[src/design/cct_pkg.sv]
// ----------------------------------------------------------------------------
// cct_pkg: shared types and constants
// Item structs, status codes and the ratio bound and width constants for the
// correlated color temperature block.
// ----------------------------------------------------------------------------
`default_nettype none

package cct_pkg;

  // status codes
  typedef enum logic [1:0] {
    ST_OK   = 2'd0,
    ST_SUM0 = 2'd1,
    ST_DEN0 = 2'd2,
    ST_SAT  = 2'd3
  } status_t;

  // input item
  typedef struct packed {
    logic [15:0] red;
    logic [15:0] green;
    logic [15:0] blue;
  } in_item_t;

  // result item
  typedef struct packed {
    logic [15:0] kelvin;
    status_t     status;
  } out_item_t;

  // integer bound on the McCamy ratio
  localparam int NLimInt = 16;

  // width of the ratio numerator and denominator magnitudes
  localparam int MagW = 60;

endpackage

`default_nettype wire

[src/design/cct_div_cell.sv]
// ----------------------------------------------------------------------------
// cct_div_cell: one restoring divider cell
// Develops one fraction bit of the ratio quotient (saturated items pass unchanged) and hands the partial
// remainder, quotient and side data to the next cell every cycle with en high.
// ----------------------------------------------------------------------------
`default_nettype none

module cct_div_cell
  import cct_pkg::*;
#(
  parameter int QW = 21
) (
  input  wire logic            clk,
  input  wire logic            rst_n,
  input  wire logic            en,
  input  wire logic            vld_i,
  input  wire logic [MagW-1:0] rem_i,
  input  wire logic [MagW-1:0] dsr_i,
  input  wire logic [QW-1:0]   quo_i,
  input  wire logic            neg_i,
  input  wire logic            sat_i,
  input  wire status_t         st_i,
  output logic                 vld_o,
  output logic [MagW-1:0]      rem_o,
  output logic [MagW-1:0]      dsr_o,
  output logic [QW-1:0]        quo_o,
  output logic                 neg_o,
  output logic                 sat_o,
  output status_t              st_o
);

  logic            vld_r;
  logic [MagW-1:0] rem_r, rem_nxt, dsr_r;
  logic [QW-1:0]   quo_r, quo_nxt;
  logic            neg_r, sat_r;
  status_t         st_r;
  logic [MagW:0]   sh;

  // shift, trial subtract
  always_comb begin
    sh = {rem_i, 1'b0};
    if (sat_i) begin
      rem_nxt = rem_i;
      quo_nxt = quo_i;
    end else if (sh >= {1'b0, dsr_i}) begin
      rem_nxt = MagW'(sh - {1'b0, dsr_i});
      quo_nxt = {quo_i[QW-2:0], 1'b1};
    end else begin
      rem_nxt = sh[MagW-1:0];
      quo_nxt = {quo_i[QW-2:0], 1'b0};
    end
  end

  always_ff @(posedge clk) begin
    if (!rst_n) begin
      vld_r <= 1'b0;
    end else if (en) begin
      vld_r <= vld_i;
    end
  end

  always_ff @(posedge clk) begin
    if (en) begin
      rem_r <= rem_nxt;
      dsr_r <= dsr_i;
      quo_r <= quo_nxt;
      neg_r <= neg_i;
      sat_r <= sat_i;
      st_r  <= st_i;
    end
  end

  assign vld_o = vld_r;
  assign rem_o = rem_r;
  assign dsr_o = dsr_r;
  assign quo_o = quo_r;
  assign neg_o = neg_r;
  assign sat_o = sat_r;
  assign st_o  = st_r;

endmodule

`default_nettype wire

[config.mk]
export PLATFORM = sky130hd
export DESIGN_NAME = cct_div_cell
export DESIGN_NICKNAME = d
export VERILOG_FILES = /design/src/design/cct_pkg.sv /design/src/design/cct_div_cell.sv
export SDC_FILE = /design/constraint.sdc
export NUM_CORES = 1
export LEC_CHECK = 0
export ABC_AREA = 1
export CAP_MARGIN = 25
export CELL_PAD_IN_SITES_DETAIL_PLACEMENT = 1
export CELL_PAD_IN_SITES_GLOBAL_PLACEMENT = 1
export CORE_MARGIN = 1.5
export CORE_UTILIZATION = 43
export DETAILED_ROUTE_END_ITERATION = 10
export DONT_BUFFER_PORTS = 1
export HOLD_SLACK_MARGIN = 0.06
export PLACE_DENSITY = 0.85
export SLEW_MARGIN = 40
export SYNTH_ARGS = -nofsm -noshare
export SYNTH_HDL_FRONTEND = slang
export SYNTH_SLANG_ARGS = --single-unit
export TNS_END_PERCENT = 10
[constraint.sdc]
create_clock -name clk -period 3.1 [get_ports clk]
set_input_delay 0.62 -clock clk [delete_from_list [all_inputs] [get_ports clk]]
set_output_delay 0.62 -clock clk [all_outputs]
set_load 0.05 [all_outputs]
After elaboration in Yosys (flattened, before gate mapping)

Cells that the tools add are included.

Register bits after elaboration: 146
Input port bits: 149
Output and inout bits: 146
Logic and storage cells: 13

Add/sub/neg operators: 1
Order comparisons: 1
Muxes and demuxes: 4

Operator list:

| cell                                             | count |
|---|---|
| 60-bit 2-to-1 mux                                | 2 |
| 61-bit by 60-bit >= comparator with 1-bit output | 1 |
| 60-bit subtractor                                | 1 |
| 21-bit 2-to-1 mux                                | 1 |
| 1-bit 2-to-1 mux                                 | 1 |

Logic depth before layout (Yosys ltp)

Word-level depth: 3
Gate-level depth with buffers: 18
Depth with buffers taken out: 17

Worst setup path after synthesis

Ideal clock, no wire load.

Path type: in2reg
From: input port dsr_i[2]
To: register rem_r[2], in the netlist rem_o[2], data pin
Library setup time: 0.269 ns
Arrival time: 2.291 ns
Path slack: 0.540 ns
Stages on the path: 16
Path through: inv_1 ha_1 buf_2 a21oi_2 nand2_2 nand2_1 nand2_1 nand2_1 nand2_1 nand2_1 nand2_2 nand2_4 clkbuf_1 nand4_1 nand3_1 o21ai_0

Word-level cells in the longest chain between the ends: 3
Elaborated cells between the ends (all ways): 4
Those cells by class: add/sub (1); order compare (1); mux (2)

Ends and longest elaborated chain:

| item                                                                                  | line                                   | text |
|---|---|---|
| start, declared                                                                       | cct_div_cell.sv:18                     | `input wire logic [MagW-1:0] dsr_i,` |
| 60-bit subtractor or 61-bit by 60-bit >= comparator with 1-bit output (tied branches) | cct_div_cell.sv:46, cct_div_cell.sv:45 |  |
| 60-bit 2-to-1 mux *                                                                   | cct_div_cell.sv:45                     | `end else if (sh >= {1'b0, dsr_i}) begin` |
| 60-bit 2-to-1 mux *                                                                   | cct_div_cell.sv:42                     | `if (sat_i) begin` |
| named net rem_nxt[2]                                                                  | cct_div_cell.sv:33                     | `logic [MagW-1:0] rem_r, rem_nxt, dsr_r;` |
| end signal, assigned                                                                  | cct_div_cell.sv:64                     | `rem_r <= rem_nxt;` |
| end, declared                                                                         | cct_div_cell.sv:33                     |  |

Mark *: on every way through the listed nets, which the timed path passes. The rest lies on a longest branch.
A chain may end at the register's enable or synchronous reset.

Worst setup path in the final report

From: input port dsr_i[2]
To: register rem_r[3], in the netlist rem_o[3], data pin

Same word-level chain as after synthesis.

==> impl_metrics.env <==
export IMPL_run_status="completed"
export IMPL_place_hpwl_um=35100
export IMPL_antenna_found_initial=0
export IMPL_number_of_library_cell_types_mapped_by_synthesis=40
export IMPL_initial_utilization_pct=43.8
export IMPL_via_count_of_the_first_global_routing_pass=11800
export IMPL_async_reset_ff_share_pct=0
export IMPL_setup_violations=0
export IMPL_synth_cells=1797
export IMPL_final_net_count=2028
export IMPL_synth_seq_area_share_pct=36.9
export IMPL_chipWidth_um=169
export IMPL_syn_warnings=0
export IMPL_end_kind="register"
export IMPL_share_clk_of_total_power_pct=32.5
export IMPL_min_delay_path_class="in2reg"
export IMPL_residual_drc=0
export IMPL_drtIter0Drc=695
export IMPL_fin_setup_tns_ns=0
export IMPL_total_power_mw=6.93
export IMPL_gp_congestion=0.977
export IMPL_root_buffer="sky130_fd_sc_hd__clkbuf_16"
export IMPL_tritoncts_num_buffers=17
export IMPL_comb_power_share_pct=21.8
export IMPL_switchingPower_mw=2.77
export IMPL_cts_resized=0
export IMPL_dieHeight_um=169
export IMPL_cp_common_cell="sky130_fd_sc_hd__nand2_1"
export IMPL_synth_edff_count=145
export IMPL_floorplan_io_pins=295
export IMPL_max_cap_viol_count=0
export IMPL_sequentialPowerShare_pct=45.7
export IMPL_relSlewSlack_pct=57.8
export IMPL_syn_mean_instance_area_um2=6.59
export IMPL_vdd_drop_max_uv=299
export IMPL_whs_ns=0.267
export IMPL_slew_viol_final=0
export IMPL_slowest_stage="sky130_fd_sc_hd__ha_1"
export IMPL_worst_endpoint_required_ns=3.28
export IMPL_internal_power_mw=4.16
export IMPL_critPathMaxFanout=24
export IMPL_layout_drive_gt1_share_pct=5.79
export IMPL_dp_cells=2140
export IMPL_unrepaired_setup_endpoints_after_global_routing="no"
export IMPL_flow_area_growth_from_synthesis_pct=10.1
export IMPL_power_per_cell_area_nw_per_um2=531
export IMPL_row_count=60
export IMPL_ant_nets=0
export IMPL_post_drt_wl_per_cell_um=19.9
export IMPL_grt_max_degree=148
export IMPL_path_class="in2reg"
export IMPL_tritoncts="done"
export IMPL_antenna_diode_count=0
export IMPL_stdcell_count=2172
export IMPL_route_final_wire_length_um=43100
export IMPL_globalRouteTotalUtil_pct=30.6
export IMPL_synthFlopType="sky130_fd_sc_hd__edfxtp_1"
export IMPL_power_switching_fraction_pct=39.9
export IMPL_core_region_area_um2=27000
export IMPL_clock_tree_htree_level_count=4
export IMPL_worst_endpoint_arrival_ns=2.80
export IMPL_critical_path_max_stage_delay_ns=0.37
export IMPL_total_leakage_power_nw=7.03
export IMPL_die_area_um2=28600
export IMPL_clock_tree_buffer_depth=2
export IMPL_post_cts_buffers=0
export IMPL_global_route_wire_length_before_repair_um=66700
export IMPL_setup_worst_path_start_class="input port"
export IMPL_cts_num_sinks=146
export IMPL_via_per_inst=5.21
export IMPL_post_synthesis_sequential_element_count=146
export IMPL_worst_setup_skew_after_layout_ns=0
export IMPL_num_vias=11300
export IMPL_clk_latency_ns=0.43
export IMPL_gr_total_overflow=0
export IMPL_drtPass1Iterations=4
export IMPL_port_buffers=0
export IMPL_timing_final_hold_violations=0
export IMPL_fin_crit_sh_pct=84.6
export IMPL_cts_hold_buf=0
export IMPL_timing_worst_slew_pin_value_ns=0.633
export IMPL_syn_nets=2007
export IMPL_final_critical_path_time_including_i_o_delays_and_setup_ns=2.62
export IMPL_max_clock_freq_mhz=381
export IMPL_synth_cell_area_um2=11900
export IMPL_path_cells="inv_1 -> ha_1 -> a21oi_2 -> nand2_2 -> nand2_1 -> nand2_1 -> nand2_1 -> nand2_1 -> nand2_1 -> nand2_2 -> nand2_4 -> nand3_4 -> buf_12 -> buf_4 -> nand2_1 -> o21ai_0 -> nand2_1 -> nand2_1"
export IMPL_cts_clk_slew_worst_paths_ns=0.08
## metal layers
| metal | wire length [um] | GRT usage [%] | vias to the layer above |
|---|---|---|---|
| li1 | - | - | 5598 |
| met1 | 20300 | 41.1 | 5366 |
| met2 | 20400 | 52.8 | 306 |
| met3 | 1860 | 4.21 | 37 |
| met4 | 570 | 5.89 | 0 |
| met5 | 0 | 0 | - |
## power by group through the flow
stage	combinational, mW	clock [mW]	sequential [mW]
2_1_floorplan	1.04	0	3.18
3_3_place_gp	1.46	0	3.21
3_5_place_dp	1.50	0	3.21
4_1_cts	1.51	2.29	3.17
5_1_grt	1.70	2.34	3.18
6_report	1.51	2.26	3.16
## cells by family (layout without fill, tap and decap cells)
group	count (synthesis)	in the layout	synth area share (%)
AOI/OAI and AO/OA	107	107	4.83
xor gates and xnor gates	30	30	2.22
adders and majority gates	61	61	6.50
buffers and inverters	417	451	13.4
DFF	146	146	36.9
and+or+nand+nor	1036	1036	36.1
## flip-flops by register name, indices dropped and copies added (netlist names)
name	flops
st_o	2
dsr_o	60
quo_o	21
sat_o	1
vld_o	1
neg_o	1
rem_o	60
## Yosys cell counts (14+ instances only)
master,count,area (um^2)
sky130_fd_sc_hd__xnor2_1,16,140
sky130_fd_sc_hd__xor2_1,14,123
sky130_fd_sc_hd__inv_2,17,63.8
sky130_fd_sc_hd__nor2_1,118,443
sky130_fd_sc_hd__ha_1,60,751
sky130_fd_sc_hd__clkbuf_1,19,71.3
sky130_fd_sc_hd__o21ai_0,39,195
sky130_fd_sc_hd__nand2_1,722,2710
sky130_fd_sc_hd__a21oi_1,44,220
sky130_fd_sc_hd__nand3_1,112,561
sky130_fd_sc_hd__edfxtp_1,145,4350
sky130_fd_sc_hd__nand4_1,46,288
sky130_fd_sc_hd__inv_1,360,1350
## layout make-up
| type | count | area, um^2 |
|---|---|---|
| fillers | 3594 | 14000 |
| clock inverters | 15 | 193 |
| repair buffers | 37 | 315 |
| well taps | 341 | 427 |
| flip-flops and latches | 146 | 4370 |
| inverters | 382 | 1430 |
| clock buffers | 17 | 425 |
| multi-input cells | 1234 | 5880 |
## cell usage in the layout, fill, tap and decap left out, types with 5 or more instances in the layout
master / n
sky130_fd_sc_hd__xnor2_1: 16
sky130_fd_sc_hd__o21ai_0: 39
sky130_fd_sc_hd__o21bai_1: 5
sky130_fd_sc_hd__a21oi_1: 44
sky130_fd_sc_hd__xor2_1: 14
sky130_fd_sc_hd__inv_2: 18
sky130_fd_sc_hd__inv_8: 5
sky130_fd_sc_hd__nand4_1: 46
sky130_fd_sc_hd__clkinv_1: 5
sky130_fd_sc_hd__nand3b_1: 5
sky130_fd_sc_hd__clkbuf_16: 17
sky130_fd_sc_hd__nor3_1: 9
sky130_fd_sc_hd__nand3_1: 112
sky130_fd_sc_hd__edfxtp_1: 145
sky130_fd_sc_hd__buf_4: 34
sky130_fd_sc_hd__inv_1: 359
sky130_fd_sc_hd__nor2_2: 6
sky130_fd_sc_hd__nor2_1: 118
sky130_fd_sc_hd__o21ai_1: 13
sky130_fd_sc_hd__ha_1: 60
sky130_fd_sc_hd__nand2_1: 722
## worst max-delay path, delay by kind of cell
| kind | cells | cell delay, ns |
|---|---|---|
| AND/OR/NAND/NOR | 12 | 1.18 |
| buffers and inverters | 3 | 0.38 |
| adder cells (fa/ha/maj) | 1 | 0.37 |
| AO/OA/AOI/OAI | 2 | 0.24 |
## path summary, 6_finish.rpt
| kind | start | to | cells past startpoint | slack, ns |
|---|---|---|---|---|
| max reg2reg | vld_o | vld_o | 2 | 2.09 |
| min reg2reg | vld_o | vld_o | 2 | 0.79 |
| min | dsr_i[55] | dsr_o[55] | 0 | 0.27 |
| max | dsr_i[2] | rem_o[3] | 18 | 0.48 |
## metrics by stage
stage / cell area (um^2) / worst slack, ns / util, %
after global placement: 12400 / 0.0463 / 46.0
after global routing: 13100 / 0.288 / 48.3
final: 13100 / 0.476 / 48.3
after floorplan: 11900 / 0.540 / -
after detailed placement: 12400 / 0.0196 / 46.0
after CTS: 13100 / 0.466 / 48.3
Note: power is estimated with default switching activity, not from simulation.
